$ cat config.mk
export PLATFORM = sky130hd
export DESIGN_NAME = audio_capture_pingpong_peak_top
export DESIGN_NICKNAME = d
export VERILOG_FILES = /design/src/hdl/acpp_pkg.sv /design/src/hdl/audio_capture_pingpong_peak_top.sv /design/src/hdl/acpp_meter.sv /design/src/hdl/acpp_store.sv /design/src/hdl/acpp_outq.sv
export SDC_FILE = /design/constraint.sdc
export NUM_CORES = 1
export LEC_CHECK = 0
export ABC_AREA = 1
export BUFFER_PORTS_ARGS = -buffer_cell sky130_fd_sc_hd__buf_2
export CAP_MARGIN = 20
export CORE_MARGIN = 2
export CORE_UTILIZATION = 45
export DETAILED_ROUTE_END_ITERATION = 8
export GPL_TIMING_DRIVEN = 0
export SKIP_CTS_REPAIR_TIMING = 1
export SLEW_MARGIN = 5
export SYNTH_ARGS = -nofsm -noshare
export SYNTH_HDL_FRONTEND = slang
export SYNTH_HIERARCHICAL = 1
export SYNTH_SLANG_ARGS = --single-unit
$ cat constraint.sdc
create_clock -name clk -period 18.19 [get_ports clk]
set_input_delay 2.7285 -clock clk [delete_from_list [all_inputs] [get_ports clk]]
set_output_delay 2.7285 -clock clk [all_outputs]
set_load 0.03 [all_outputs]
$ cat src/hdl/acpp_pkg.sv
`timescale 1ns / 1ps
`default_nettype none
package acpp_pkg;

	// buffer and meter geometry
	localparam int BANK_WORDS  = 131072;
	localparam int PEAK_WINDOW = 4096;
	localparam int IDX_W       = $clog2(BANK_WORDS);
	localparam int HALF_W      = IDX_W - 1;
	localparam int WIN_W       = $clog2(PEAK_WINDOW + 1);

	// field widths
	localparam int SMP_W = 24;
	localparam int MAG_W = 23;
	localparam int CNT_W = 18;

	localparam logic [MAG_W-1:0] MAG_MAX        = 23'h7F_FFFF;
	localparam logic [MAG_W-1:0] ONE_Q20        = 23'd1048576;
	localparam logic [MAG_W-1:0] PEAK_FLOOR_RST = 23'd22;

	// register map, index = paddr[2]
	localparam int  ADDR_W     = 3;
	localparam logic REG_STEREO = 1'b0;
	localparam logic REG_FLOOR  = 1'b1;

	// stream widths
	localparam int IN_W  = 56;
	localparam int OUT_W = 96;

	typedef struct packed {
		logic             valid;
		logic             bank;
		logic [CNT_W-1:0] count;
		logic             last_flush;
	} flush_t;

	typedef struct packed {
		logic [MAG_W-1:0] held;
		logic             clip;
	} meter_t;

	typedef struct packed {
		logic [SMP_W-1:0] left;
		logic [SMP_W-1:0] right;
		meter_t           meter;
		flush_t           flush;
	} res_t;

endpackage
`default_nettype wire

$ cat src/hdl/audio_capture_pingpong_peak_top.sv
// a result is registered in the output queue, passing through its skid register when the
// receiver stalls; throughput: one frame per cycle while the skid is empty; the store writes
// a stereo pair at once through separate even and odd word memories; the output queue holds two entries
// reset: arst_n clears write index, bank, peak window and queue at once; registers return
// to mono and a peak floor of 22; the sample memories are not cleared and are never read
`timescale 1ns / 1ps
`default_nettype none
module audio_capture_pingpong_peak_top
	import acpp_pkg::*;
(
	input  wire logic              clk,
	input  wire logic              arst_n,
	// frame requests
	input  wire logic              s_tvalid,
	output logic                   s_tready,
	input  wire logic [IN_W-1:0]   s_tdata,  // sample_left, sample_right, record_enable, zero pad
	// result requests
	output logic                   m_tvalid,
	input  wire logic              m_tready,
	output logic [OUT_W-1:0]       m_tdata,  // out_left, out_right, held_peak, clip_flag,
	                                         // flush_valid, flush_bank, flush_count, zero pad
	output logic                   m_tlast,  // flush_final
	// register port
	input  wire logic              psel,
	input  wire logic              penable,
	input  wire logic              pwrite,
	input  wire logic [ADDR_W-1:0] paddr,
	input  wire logic [31:0]       pwdata,
	output logic [31:0]            prdata,
	output logic                   pready
);

	// configuration registers
	logic             stereo_q;
	logic [MAG_W-1:0] floor_q;
	logic             cfg_wr;

	// input unpacking
	logic [SMP_W-1:0] left;
	logic [SMP_W-1:0] right;
	logic             rec;
	logic             fire;

	meter_t meter;
	flush_t flush;
	res_t   res;
	res_t   out_res;

	assign pready = 1'b1;
	assign cfg_wr = psel && penable && pwrite && pready;

	always_ff @(posedge clk or negedge arst_n) begin
		if (!arst_n) begin
			stereo_q <= 1'b0;
			floor_q  <= PEAK_FLOOR_RST;
		end else if (cfg_wr) begin
			unique case (paddr[2])
				REG_STEREO: stereo_q <= pwdata[0];
				REG_FLOOR:  floor_q  <= pwdata[MAG_W-1:0];
				default:    ;
			endcase
		end
	end

	always_comb begin
		unique case (paddr[2])
			REG_STEREO: prdata = {31'd0, stereo_q};
			REG_FLOOR:  prdata = {9'd0, floor_q};
			default:    prdata = '0;
		endcase
	end

	assign left  = s_tdata[SMP_W-1:0];
	assign right = s_tdata[2*SMP_W-1:SMP_W];
	assign rec   = s_tdata[2*SMP_W];
	// a frame is taken when the skid has room
	assign fire  = s_tvalid && s_tready;

	// windowed peak meter, held value is the one before this frame
	acpp_meter u_meter (
		.clk       (clk),
		.arst_n    (arst_n),
		.fire      (fire),
		.stereo    (stereo_q),
		.floor_val (floor_q),
		.left      (left),
		.right     (right),
		.meter     (meter)
	);

	// ping-pong sample store with bank swap and flush reporting
	acpp_store u_store (
		.clk    (clk),
		.arst_n (arst_n),
		.fire   (fire),
		.rec    (rec),
		.stereo (stereo_q),
		.left   (left),
		.right  (right),
		.flush  (flush)
	);

	always_comb begin
		res.left  = left;
		res.right = right;
		res.meter = meter;
		res.flush = flush;
	end

	// output register with skid stage
	acpp_outq u_outq (
		.clk       (clk),
		.arst_n    (arst_n),
		.in_valid  (s_tvalid),
		.in_ready  (s_tready),
		.in_data   (res),
		.out_valid (m_tvalid),
		.out_ready (m_tready),
		.out_data  (out_res)
	);

	// result packing, lowest field first
	assign m_tdata = {4'd0,
		out_res.flush.count,
		out_res.flush.bank,
		out_res.flush.valid,
		out_res.meter.clip,
		out_res.meter.held,
		out_res.right,
		out_res.left};
	assign m_tlast = out_res.flush.last_flush;

endmodule
`default_nettype wire

$ cat src/hdl/acpp_meter.sv
`timescale 1ns / 1ps
`default_nettype none
module acpp_meter
	import acpp_pkg::*;
(
	input  wire logic             clk,
	input  wire logic             arst_n,
	input  wire logic             fire,
	input  wire logic             stereo,
	input  wire logic [MAG_W-1:0] floor_val,
	input  wire logic [SMP_W-1:0] left,
	input  wire logic [SMP_W-1:0] right,
	output meter_t                meter
);

	logic [MAG_W-1:0] run_q;
	logic [MAG_W-1:0] latch_q;
	logic [WIN_W-1:0] win_q;
	logic [MAG_W-1:0] mag_l;
	logic [MAG_W-1:0] mag_r;
	logic [MAG_W-1:0] fpeak;
	logic [MAG_W-1:0] run_max;

	// saturating absolute value
	function automatic logic [MAG_W-1:0] mag(input logic [SMP_W-1:0] s);
		logic [SMP_W-1:0] n;
		n = ~s + SMP_W'(1);
		if (!s[SMP_W-1])
			return s[MAG_W-1:0];
		else if (n[SMP_W-1])
			return MAG_MAX;
		else
			return n[MAG_W-1:0];
	endfunction

	always_comb begin
		mag_l = mag(left);
		mag_r = mag(right);
		fpeak = floor_val;
		if (mag_l > fpeak)
			fpeak = mag_l;
		if (stereo && (mag_r > fpeak))
			fpeak = mag_r;
		run_max = (fpeak > run_q) ? fpeak : run_q;
	end

	always_ff @(posedge clk or negedge arst_n) begin
		if (!arst_n) begin
			run_q   <= '0;
			latch_q <= '0;
			win_q   <= '0;
		end else if (fire) begin
			if (win_q < WIN_W'(PEAK_WINDOW)) begin
				run_q <= run_max;
				win_q <= win_q + WIN_W'(1);
			end else begin
				latch_q <= run_q;
				run_q   <= fpeak;
				win_q   <= WIN_W'(1);
			end
		end
	end

	assign meter.held = latch_q;
	assign meter.clip = (latch_q >= ONE_Q20);

endmodule
`default_nettype wire

$ cat src/hdl/acpp_store.sv
`timescale 1ns / 1ps
`default_nettype none
module acpp_store
	import acpp_pkg::*;
(
	input  wire logic             clk,
	input  wire logic             arst_n,
	input  wire logic             fire,
	input  wire logic             rec,
	input  wire logic             stereo,
	input  wire logic [SMP_W-1:0] left,
	input  wire logic [SMP_W-1:0] right,
	output flush_t                flush
);

	// even and odd word addresses live in separate memories so a stereo
	// pair lands in a single write whatever the alignment
	logic [SMP_W-1:0] mem_even [BANK_WORDS];
	logic [SMP_W-1:0] mem_odd  [BANK_WORDS];

	logic [IDX_W-1:0]  idx_q;
	logic              bank_q;
	logic [HALF_W-1:0] half;
	logic              odd;
	logic              at_last;
	logic              wrap;
	logic              wr;
	logic              we_e;
	logic              we_o;
	logic [IDX_W-1:0]  addr_e;
	logic [IDX_W-1:0]  addr_o;
	logic [SMP_W-1:0]  data_e;
	logic [SMP_W-1:0]  data_o;

	always_comb begin
		half    = idx_q[IDX_W-1:1];
		odd     = idx_q[0];
		at_last = (idx_q == IDX_W'(BANK_WORDS - 1));
		wrap    = stereo ? (idx_q >= IDX_W'(BANK_WORDS - 2)) : at_last;
		wr      = fire && rec;
		// right word of a pair past the bank end is dropped
		we_e    = wr && (!odd || (stereo && !at_last));
		we_o    = wr && (odd || stereo);
		addr_e  = {bank_q, odd ? (half + HALF_W'(1)) : half};
		addr_o  = {bank_q, half};
		data_e  = odd ? right : left;
		data_o  = odd ? left : right;

		flush = '0;
		if (rec && wrap) begin
			flush.valid = 1'b1;
			flush.bank  = bank_q;
			flush.count = CNT_W'(BANK_WORDS);
		end else if (!rec && (idx_q != '0)) begin
			flush.valid      = 1'b1;
			flush.bank       = bank_q;
			flush.count      = CNT_W'(idx_q);
			flush.last_flush = 1'b1;
		end
	end

	always_ff @(posedge clk) begin
		if (we_e)
			mem_even[addr_e] <= data_e;
	end

	always_ff @(posedge clk) begin
		if (we_o)
			mem_odd[addr_o] <= data_o;
	end

	always_ff @(posedge clk or negedge arst_n) begin
		if (!arst_n) begin
			idx_q  <= '0;
			bank_q <= 1'b0;
		end else if (fire) begin
			if (rec) begin
				if (wrap) begin
					idx_q  <= '0;
					bank_q <= ~bank_q;
				end else begin
					idx_q <= idx_q + (stereo ? IDX_W'(2) : IDX_W'(1));
				end
			end else if (idx_q != '0) begin
				idx_q  <= '0;
				bank_q <= 1'b0;
			end
		end
	end

	a_idx_range: assert property (@(posedge clk) disable iff (!arst_n)
		idx_q <= IDX_W'(BANK_WORDS - 1))
		else $error("write index beyond bank");

	a_stop_clears: assert property (@(posedge clk) disable iff (!arst_n)
		(fire && !rec) |=> (idx_q == '0))
		else $error("stop did not clear write index");

	a_full_count: assert property (@(posedge clk) disable iff (!arst_n)
		(flush.valid && !flush.last_flush) |-> (flush.count == CNT_W'(BANK_WORDS)))
		else $error("bank swap with partial count");

	a_idle_flush: assert property (@(posedge clk) disable iff (!arst_n)
		!flush.valid |-> (flush.count == '0 && !flush.last_flush && !flush.bank))
		else $error("flush fields set without flush");

endmodule
`default_nettype wire

$ cat src/hdl/acpp_outq.sv
`timescale 1ns / 1ps
`default_nettype none
module acpp_outq
	import acpp_pkg::*;
(
	input  wire logic clk,
	input  wire logic arst_n,
	input  wire logic in_valid,
	output logic      in_ready,
	input  wire res_t in_data,
	output logic      out_valid,
	input  wire logic out_ready,
	output res_t      out_data
);

	res_t main_q;
	res_t skid_q;
	logic main_v_q;
	logic skid_v_q;

	assign in_ready  = !skid_v_q;
	assign out_valid = main_v_q;
	assign out_data  = main_q;

	always_ff @(posedge clk or negedge arst_n) begin
		if (!arst_n) begin
			main_v_q <= 1'b0;
			skid_v_q <= 1'b0;
		end else if (!main_v_q || out_ready) begin
			main_v_q <= skid_v_q || in_valid;
			skid_v_q <= 1'b0;
		end else if (in_valid && in_ready) begin
			skid_v_q <= 1'b1;
		end
	end

	always_ff @(posedge clk) begin
		if (!main_v_q || out_ready)
			main_q <= skid_v_q ? skid_q : in_data;
		else if (in_valid && in_ready)
			skid_q <= in_data;
	end

endmodule
`default_nettype wire

### Yosys cells after proc, flatten, opt, wreduce, memory -nomap -nowiden

Index checks and enable logic that the tools add are counted.

* input port bits: 98
* word-level logic and storage cells: 89
* flip-flop bits (word level): 289
* output and inout port bits: 132

* multiplexer cells: 24
* $lt $le $gt $ge: 6
* add/sub/neg operators: 4
* bitwise gates (word level): 6
* equality and inequality tests: 3
* reductions and logical operators: 21

Operators with widths (number)
* 23-bit two-way mux: 8
* 93-bit two-way mux: 1
* 23-bit > comparator: 3
* 32-bit one-hot mux with 2 select lines: 1
* 17-bit two-way mux: 3
* 24-bit by 1-bit adder with 24-bit output (second input constant): 2
* 24-bit NOT: 2
* 23-bit by 21-bit >= comparator with 1-bit output (second input constant): 1
* 21-bit two-way mux: 1
* 20-bit two-way mux: 1
* 17-bit adder: 1
* 17-bit equality test (second input constant): 1
* 17-bit >= comparator (second input constant): 1
* 17-bit nonzero test: 1
* 13-bit by 1-bit adder with 13-bit output (second input constant): 1
* 13-bit less-than comparator (second input constant): 1
* 13-bit two-way mux: 1
* 2-bit AND reduction: 6
* 1-bit two-way mux: 7
* 1-bit logical AND: 6
* 2-bit by 1-bit != test with 1-bit output (second input constant): 2
* 1-bit NOT: 4
* 2-bit nonzero test: 2
* 1-bit zero test: 3
* other kinds (3): 4

### Depth between registers and ports, before layout

Gate-level depths: netlist of run 1.

* depth in word-level cells: 12
* depth in mapped cells: 45
* depth with buffers taken out: 43

### Modules after synthesis

Netlist of run 1, hierarchy kept.

By module, submodules not included
* acpp_meter: times used 1, area an instance 6961.7 um2, cells each 1020
* acpp_outq: times used 1, area an instance 6871.6 um2, cells each 496
* acpp_store: times used 1, area an instance 1576.5 um2, cells each 260
* audio_capture_pingpong_peak_top: times used 1, area an instance 1292.5 um2, cells each 176

### Worst setup path before layout of run 1

No wires, ideal clock.

* path type: input port to flip-flop
* start: input m_tready
* end: register u_outq/skid_q[0] in the netlist's numbering, enable pin
* stages on the path: 3
* path buffers: 0
* slack: 8.621 ns
* data arrival time: 9.022 ns
* cells stage by stage: inv_1 -> nand2_1 -> nor2_1

* longest elaborated chain between the ends: 3

RTL lines
* from (decl): line audio_capture_pingpong_peak_top.sv:19 `input wire logic m_tready,`
* 1-bit logical OR: line acpp_outq.sv:38 `if (!main_v_q || out_ready)`
* 1-bit NOT (no line)
* 2-bit AND reduction (no line)
* to (signal assigned): line acpp_outq.sv:41 `skid_q <= in_data;`
* to (decl): line acpp_outq.sv:17 `res_t skid_q;`

No other way between the ends.
A chain may end at the register's enable or synchronous reset.

### Worst setup path in the final report of run 1

* start: input s_tdata[23]
* end: register u_meter.run_q[13]

* longest elaborated chain between the ends: 12

RTL lines
* from (decl): line audio_capture_pingpong_peak_top.sv:16 `input wire logic [IN_W-1:0] s_tdata,`
* 24-bit NOT: line acpp_meter.sv:27 `n = ~s + SMP_W'(1);`
* 24-bit by 1-bit adder with 24-bit output: line acpp_meter.sv:27
* 23-bit two-way mux: line acpp_meter.sv:30 `else if (n[SMP_W-1])`
* 23-bit two-way mux *: line acpp_meter.sv:28 `if (!s[SMP_W-1])`
* 23-bit > comparator: line acpp_meter.sv:40 `if (mag_l > fpeak)`
* 23-bit two-way mux *: line acpp_meter.sv:40
* 23-bit > comparator: line acpp_meter.sv:42 `if (stereo && (mag_r > fpeak))`
* 1-bit logical AND: line acpp_meter.sv:42
* 23-bit two-way mux *: line acpp_meter.sv:42
* via u_meter.fpeak[14]: line acpp_meter.sv:21 `logic [MAG_W-1:0] fpeak;`
* 23-bit > comparator *: line acpp_meter.sv:44 `run_max = (fpeak > run_q) ? fpeak : run_q;`
* 2-bit by 1-bit != test with 1-bit output (no line) *
* 2-bit AND reduction (no line) *
* to (signal assigned): line acpp_meter.sv:54 `run_q <= run_max;`
* to (signal assigned): line acpp_meter.sv:58 `run_q <= fpeak;`
* to (decl): line acpp_meter.sv:16 `logic [MAG_W-1:0] run_q;`

Mark *: on every way through the listed nets, which the timed path passes. The rest lies on a longest branch. The select of a mux whose other input is x is not followed.

==> results of run 1 <==
[cell type report]
class                   instances  area [sq um]  area share, %
inverters                     188           722           3.71
clock inverters                18           185          0.952
multi-input cells            1409          7320           37.6
well taps                     468           586           3.01
clock buffers                  38           832           4.28
plain buffers                  78           556           2.86
flip-flops and latches        289          8170           42.0
repair buffers                201          1090           5.59
[per-stage QoR]
stage / std cells / cell area (sq um)
after floorplan: 1964 / 16700
after global placement: 2629 / 18300
after detailed placement: 2633 / 18400
after CTS: 2689 / 19500
after global routing: 2689 / 19500
final: 2689 / 19500
[cell usage in the layout (no fill, tap or decap), types with 3 or more instances in the layout]
| master | n |
|---|---|
| or2_2 | 5 |
| buf_6 | 17 |
| nor2_4 | 11 |
| buf_2 | 218 |
| clkinv_2 | 3 |
| nand2_1 | 688 |
| inv_2 | 7 |
| dfrtp_1 | 100 |
| nor3_2 | 4 |
| a21oi_1 | 40 |
| conb_1 | 14 |
| nand4_1 | 25 |
| o21ai_0 | 48 |
| nand2_4 | 22 |
| o21a_1 | 4 |
| nor2_2 | 18 |
| nand3_1 | 176 |
| clkbuf_8 | 3 |
| buf_4 | 22 |
| dfstp_2 | 3 |
| edfxtp_1 | 186 |
| buf_1 | 3 |
| buf_12 | 4 |
| clkinv_1 | 10 |
| clkbuf_16 | 31 |
| bufinv_16 | 4 |
| inv_1 | 176 |
| nand3b_1 | 10 |
| nand3_2 | 32 |
| ha_1 | 74 |
| nand3_4 | 4 |
| clkbuf_1 | 17 |
| nor3_1 | 9 |
| and2_1 | 47 |
| nor2_1 | 135 |
| xor2_1 | 7 |
| nand2_2 | 11 |
[layer usage]
metal  GRT usage, %  vias to the layer above  part of all wire [%]
met5              0                        -                     0
met4           5.46                        0                   1.9
met3           2.89                       53                   5.2
met2           36.6                      350                    45
met1           31.9                     6270                    48
li1               -                     6815                     -
[power by group through the flow]
stage,clock network (W),logic [W],registers [W]
6_report,0.000627,0.000727,0.000899
5_1_grt,0.000667,0.000816,0.000912
4_1_cts,0.000645,0.000729,0.000900
3_5_place_dp,0,0.000724,0.000912
3_3_place_gp,0,0.000705,0.000914
2_1_floorplan,0,0.000464,0.000957
[registers in the layout, indices dropped and copies added (netlist names)]
register and count:
u_store/bank_q 1, u_outq/skid_v_q 1, u_meter/win_q 13, u_outq/out_valid 1
u_outq/out_data 93, u_meter/latch_q 23, floor_q 23, stereo_q 1
u_meter/run_q 23, u_store/idx_q 17, u_outq/skid_q 93
[worst max path at each step]
stage	slack, ns	cells past startpoint	to
after floorplan	8.62	3	u_outq/skid_q[0]
after global placement	5.50	4	u_outq/skid_q[32]
after detailed placement	9.42	41	u_meter/run_q[17]
after CTS	9.99	41	u_meter/run_q[12]
after global routing	9.46	41	u_meter/run_q[18]
final	9.93	39	u_meter/run_q[13]
[cells by family after synthesis]
kind of cell	count (synthesis)	share of synthesized area (%)
flops	289	48.9
xor+xnor	9	0.472
simple gates	1207	33.9
buf+inv	266	7.65
fa+ha+maj	75	5.66
other cells	2	0.0450
compound gates	104	3.38
==> results.toml, run 1 <==
[power]
p_clk_share_pct = 27.8
ir_drop_mv = 0.0661
combPwrFrac_pct = 32.3
leakage_nw = 9.61
pwr-share-seq_pct = 39.9
power.internal_w = 0.00146
power_w = 0.00225
switchingPower_w = 0.000798
p_sw_share_pct = 35.4
power.density_mw_per_mm2 = 116

[clock_tree]
cts_tree = "yes"
cts_root_buf = "clkbuf_16"
clock_latency_ns = 0.57
clock_path_buffers = 3
numCtsBuffers = 30
path_clk_slew_ns = 0.06
clock_sinks = 289
htreeDepth = 1

[timing]
fin_ws_ns = 9.93
max_freq_mhz = 121
drv_slew = 0
layout_min_cycle_time_ns = 8.26
slew_headroom_pct = 40.5
finalSetupTns_ns = 0
fin_hold_ws_ns = 0.478
fin_crit_sh_pct = 45.4
hold_viol = 0
rsz0062_at_grt = "no"
finalSetupViolations = 0
worstMarginPinSlew_ns = 0.890
skew_ns = 0.0213

[global_routing]
grt_pass1_wl_um = 69000
grt_pass1_vias = 13100
overflow = 0
grt_usage_pct = 22.4
grt_max_degree = 88
antenna_found_initial = 1

[routing]
via_per_inst = 5.02
vias = 13500
drc = 0
wl_um = 42800
ant_nets = 0
wl_per_cell_um = 15.9
firstDrtPassIters = 5
drt_iter0_markers = 919

[final_layout]
area_growth_pct = 16.5
finalNetCount = 2370
final_util_pct = 53.1
fillCellCount = 3425
drive_above_1_share_pct = 19.6
n_antenna_cell = 0

[hold_path]
hold_class = "reg -> reg"
holdPathEnd = "u_outq/skid_q[33]"
hp-start = "u_meter/latch_q[11]"
hold_depth = 0

[worst_setup_path]
cp-startpoint = "s_tdata[23]"
critPathMaxFanout = 10
rr_worst_depth = 34
crit_top_cell = "nand2_1"
crit_buf_inv = 9
worst-endpoint-required_ns = 18.68
regToRegSetupSlack_ns = 12.62
worstSetupEndpointType = "register"
crit_path_start_kind = "input pin"
critical_path_class = "in -> reg"
worstPathArrival_ns = 8.75
r2r-start = "floor_q[4]"
cp_slowest_cell = "clkbuf_1"
r2r-end = "u_meter/run_q[13]"
cpLargestDelayFamily = "simple AND/OR/NAND/NOR gates"
critical-path-max-stage-delay_ns = 0.49

[floorplan]
die-area_sq_mm = 0.0387
pin_count = 230
die_h_um = 197
die_width_um = 197
core-area_sq_mm = 0.0366
initial_core_util_pct = 45.6
core.rowCount = 70

[logic_synthesis]
avgSynthCellArea_sq_um = 8.56
yosys_register_bits = 289
yosysTopAreaCellShare_pct = 33.4
seq_area_frac_synth_pct = 48.9
synthFlopType = "edfxtp_1"
syn_inst = 1952
synth_edf_count = 186
synth.most_common_cell = "nand2_1"
yosysUniqueCellTypes = 55
synth_area_sq_mm = 0.0167
synth_area_leaders = "edfxtp_1 (33%), nand2_1 (15%), dfrtp_1 (15%)"
ys_warn_count = 6
synth_area_leader_cell = "edfxtp_1"
yosys-top-cells-count = "nand2_1 (689), edfxtp_1 (186), inv_1 (176), nand3_1 (176), nor2_1 (136)"
async_reset_ff_share_pct = 35.6

[status]
outcome = "completed"

[job]
maxCapViolCount = 0

[placed_design]
numPortBuffers = 197
gp_congestion = 0.913
dp_slack_ns = 9.42
dpl.hpwl_um = 33200
Power figures use the tool's default switching activity.
==> run 2, diff against run 1 <==
--- a/config.mk
+++ b/config.mk
@@ -12,6 +12,7 @@
 export CORE_UTILIZATION = 45
 export DETAILED_ROUTE_END_ITERATION = 8
 export GPL_TIMING_DRIVEN = 0
+export PLACE_DENSITY = 0.67
 export SKIP_CTS_REPAIR_TIMING = 1
 export SLEW_MARGIN = 5
 export SYNTH_ARGS = -nofsm -noshare
==> constraint.sdc (replaced) <==
create_clock -name clk -period 7.5 [get_ports clk]
set_input_delay 1.125 -clock clk [delete_from_list [all_inputs] [get_ports clk]]
set_output_delay 1.125 -clock clk [all_outputs]
set_load 0.03 [all_outputs]
==> run 2 against run 1 <==
  * Critical path depth grew 2
  * Clock-buffer cell count is the same
  * Clock skew shrank 0.0023 ns
  * Final cell count is essentially flat
  * Die area is the same
  * Non-clock buffer count is the same
  * Register-to-register slack lost 11 ns
  * Routed wire length is essentially flat
  * Largest power group unchanged
  * Critical path type unchanged
  * Final area shrank 0.26%
  * First-iteration DRC count shrank 2.0%
  * Global-route usage shrank 0.14 points
  * Setup slack lost 9.1 ns
==> results.toml, run 2 (synthesized netlist as in run 1, its figures left out) <==
[timing]
slew_headroom_pct = 38.3
hold_viol = 0
worstMarginPinSlew_ns = 0.924
finalSetupViolations = 0
layout_min_cycle_time_ns = 6.69
finalSetupTns_ns = 0
skew_ns = 0.0190
drv_slew = 0
max_freq_mhz = 149
rsz0062_at_grt = "no"
fin_crit_sh_pct = 89.2

[worst_setup_path]
crit_top_cell = "nand2_1"
worstSetupEndpointType = "register"
critical-path-max-stage-delay_ns = 0.48
worstPathArrival_ns = 7.20
worst-endpoint-required_ns = 8.00
critical_path_class = "in -> reg"
cp-startpoint = "s_tdata[0]"
critPathMaxFanout = 10
r2r-start = "floor_q[18]"
crit_path_start_kind = "input pin"
cp_slowest_cell = "clkbuf_1"

[final_layout]
layout_commonest_cell = "nand2_1"
finalNetCount = 2370
final_cell_mix = "nand2_1 (688), buf_2 (218), edfxtp_1 (186), inv_1 (176), nand3_1 (176)"
final_util_pct = 53.0
drive_above_1_share_pct = 19.6
area_growth_pct = 16.2
fillCellCount = 3440
final_cells = 2691

[routing]
drc = 0
via_per_inst = 5.06
ant_nets = 0
drt_iter0_markers = 901
wl_per_cell_um = 15.9
firstDrtPassIters = 5
wl_um = 42800
vias = 13600

[placed_design]
gp_congestion = 0.891
dpl.hpwl_um = 33200
dp.cells = 2633
numPortBuffers = 197

[clock_tree]
path_clk_slew_ns = 0.06
clock_sinks = 289
htreeDepth = 1
clock_path_buffers = 3
cts_tree = "yes"
clock_latency_ns = 0.57
cts_root_buf = "clkbuf_16"
numCtsBuffers = 30

[power]
leakage_nw = 9.58
power_w = 0.00539
power.density_mw_per_mm2 = 278
ir_drop_mv = 0.196

[job]
maxCapViolCount = 0

[floorplan]
pin_count = 230
core-area_sq_mm = 0.0366
die-area_sq_mm = 0.0387
die_width_um = 197
initial_core_util_pct = 45.6
die_h_um = 197
core.rowCount = 70

[global_routing]
overflow = 0
grt_pass1_vias = 12900
grt_usage_pct = 22.3
grt_max_degree = 70
grt_pass1_wl_um = 68500
antenna_found_initial = 2

[status]
outcome = "completed"

[hold_path]
hold_class = "in -> async"
## run 2: cell types whose count changed in the layout (fill, tap and decap cells not counted), sizes merged
cell,before,now
clkinv,15,16
diode,0,2
bufinv,4,3
## run 2: metal layers
metal	track usage, %	up-vias	wire, um
li1	-	6819	-
met1	30.7	6408	19800
met2	37.3	336	19800
met3	2.48	66	2080
met4	6.49	0	1120
met5	0	-	0
## run 2: layout make-up
| type | instances | area (sq um) | area share, % |
|---|---|---|---|
| sequential | 289 | 8170 | 42.1 |
| multi-input combinational | 1409 | 7320 | 37.7 |
| timing repair buffer | 201 | 1090 | 5.60 |
| clock buffer | 38 | 781 | 4.02 |
| inverter | 188 | 722 | 3.72 |
| tap | 468 | 586 | 3.02 |
| buffer | 78 | 556 | 2.86 |
| clock inverter | 18 | 180 | 0.929 |
| antenna | 2 | 5.00 | 0.0258 |
## run 2: power breakdown
part	switching, W	total [W]	internal [W]
Sequential	0.000174	0.00218	0.00201
Combinational	0.00115	0.00176	0.000606
Clock	0.000612	0.00145	0.000840
Total	0.00194	0.00539	0.00345
## run 2: through the flow
stage	setup slack (ns)	hold WS, ns	instance area [sq um]
2_1_floorplan	0.599	0.447	16700
3_3_place_gp	-1.55	0.465	18300
3_5_place_dp	0.344	0.469	18400
4_1_cts	0.914	0.455	19400
5_1_grt	0.259	0.474	19400
6_report	0.807	0.457	19400
## run 2: worst paths after layout
check	to	slack, ns	cells after the start
setup / recovery	u_meter/run_q[17]	0.81	41
hold / removal	u_store/idx_q[6]	0.46	1
max in group asynchronous	u_meter/run_q[10]	6.36	2
setup reg to reg	u_meter/run_q[17]	1.98	32
min in group clk	u_outq/skid_q[39]	0.49	0
hold reg to reg	u_outq/skid_q[39]	0.49	0
## run 2: worst max-delay path, delay by kind of cell
kind                     cells  cell delay (ns)
AND/OR/NAND/NOR             29             3.46
buffers and inverters        7             1.45
adder cells (fa/ha/maj)      4             1.06
AO/OA/AOI/OAI                1             0.08
==> run 3, diff against run 2 <==
--- a/config.mk
+++ b/config.mk
@@ -11,7 +11,9 @@
 export CORE_MARGIN = 2
 export CORE_UTILIZATION = 45
 export DETAILED_ROUTE_END_ITERATION = 8
+export GPL_ROUTABILITY_DRIVEN = 0
 export GPL_TIMING_DRIVEN = 0
+export MAX_ROUTING_LAYER = met4
 export PLACE_DENSITY = 0.67
 export SKIP_CTS_REPAIR_TIMING = 1
 export SLEW_MARGIN = 5
==> run 3 against run 2 <==
  * Sequential power barely moved
  * Non-clock buffer count is the same
  * Via count fell by 0.11%
  * Combinational power barely moved
==> results.toml, run 3 (synthesized netlist as in run 1, its figures left out) <==
[worst_setup_path]
worstPathArrival_ns = 7.01
crit_path_start_kind = "input pin"
cpLargestDelayFamily = "simple AND/OR/NAND/NOR gates"
worst-endpoint-required_ns = 8.00
critPathMaxFanout = 10
critical-path-max-stage-delay_ns = 0.44
rr_worst_depth = 33
crit_buf_inv = 6
worstSetupEndpointType = "register"
cp_slowest_cell = "clkbuf_1"
crit_top_cell = "nand2_1"
critical_path_depth = 40
critical_path_class = "in -> reg"

[final_layout]
area_growth_pct = 16.6
finalNetCount = 2371
layout_commonest_cell = "nand2_1"
fillCellCount = 3379
multi_input_area_sq_mm = 0.00732
register_area_sq_mm = 0.00817
drive_above_1_share_pct = 19.8
n_antenna_cell = 0
final_cell_mix = "nand2_1 (688), buf_2 (218), edfxtp_1 (186), inv_1 (176), nand3_1 (176)"

[floorplan]
initial_core_util_pct = 45.6
core-area_sq_mm = 0.0366
core.rowCount = 70
die-area_sq_mm = 0.0387
pin_count = 230
die_width_um = 197
die_h_um = 197

[timing]
max_freq_mhz = 154
fin_ws_ns = 0.992
fin_hold_ws_ns = 0.480
finalSetupViolations = 0
slew_headroom_pct = 39.3
layout_min_cycle_time_ns = 6.51
finalSetupTns_ns = 0
drv_slew = 0
worstMarginPinSlew_ns = 0.909
skew_ns = 0.0157
rsz0062_at_grt = "no"
hold_viol = 0
fin_crit_sh_pct = 86.8

[placed_design]
numPortBuffers = 197
dp_slack_ns = 0.485
dpl.hpwl_um = 32500

[global_routing]
grt_usage_pct = 22.6
grt_pass1_vias = 13100
antenna_found_initial = 0
grt_max_degree = 70
overflow = 0
grt_pass1_wl_um = 68200

[routing]
wl_um = 42100
via_per_inst = 5.06
drt_iter0_markers = 1167
wl_per_cell_um = 15.7
firstDrtPassIters = 5
drc = 0
vias = 13600
ant_nets = 0

[power]
ir_drop_mv = 0.135
leakage_nw = 9.61
power.density_mw_per_mm2 = 282
power_w = 0.00549

[clock_tree]
clock_path_buffers = 3
clock_sinks = 289
cts_tree = "yes"
cts_root_buf = "clkbuf_16"
htreeDepth = 1
path_clk_slew_ns = 0.06
numCtsBuffers = 31
clock_latency_ns = 0.57

[hold_path]
hold_class = "reg -> reg"
hold_depth = 0

[job]
maxCapViolCount = 0

[status]
outcome = "completed"
## run 3: worst paths after layout
path                                      from             endpoint  slack [ns]
setup / recovery                    s_tdata[0]    u_meter/run_q[12]        0.99
hold / removal             u_meter/latch_q[16]    u_outq/skid_q[38]        0.48
setup reg to reg                    floor_q[2]    u_meter/run_q[12]        2.11
hold reg to reg            u_meter/latch_q[16]    u_outq/skid_q[38]        0.48
max in group asynchronous               arst_n  u_meter/latch_q[10]        6.15
min in group asynchronous               arst_n     u_store/idx_q[8]        0.61
## run 3: worst register-to-register path, delay by kind of cell (launching register included)
family                   cells  cell delay, ns
adder cells (fa/ha/maj)      3            0.89
AO/OA/AOI/OAI                4            0.43
flip-flops                   1            0.59
AND/OR/NAND/NOR             21            2.50
buffers and inverters        5            0.90
## run 3: per-layer routing
layer | vias up | routed length (um) | GRT usage [%]
li1 | 6815 | - | -
met1 | 6353 | 19300 | 30.6
met2 | 382 | 19500 | 36.5
met3 | 64 | 2200 | 2.09
met4 | 0 | 1110 | 6.66
met5 | - | 0 | -
## run 3: metrics by stage
stage | util, % | instances | area (sq um)
2_1_floorplan | - | 1964 | 16700
3_3_place_gp | 50.0 | 2629 | 18300
3_5_place_dp | 50.3 | 2633 | 18400
4_1_cts | 53.2 | 2690 | 19500
5_1_grt | 53.2 | 2690 | 19500
6_report | 53.2 | 2690 | 19500
## run 3: power by group
part / switching, W / internal [W] / total, W
Sequential: 0.000174 / 0.00201 / 0.00218
Clock: 0.000629 / 0.000926 / 0.00155
Combinational: 0.00115 / 0.000607 / 0.00176
Total: 0.00196 / 0.00354 / 0.00549
## run 3: layout make-up
cell class                 count  area share, %
buffer                        78           2.85
multi-input combinational   1409           37.6
clock buffer                  39           4.29
sequential                   289           41.9
timing repair buffer         201           5.56
inverter                     188           3.71
tap                          468           3.01
clock inverter                18           1.05
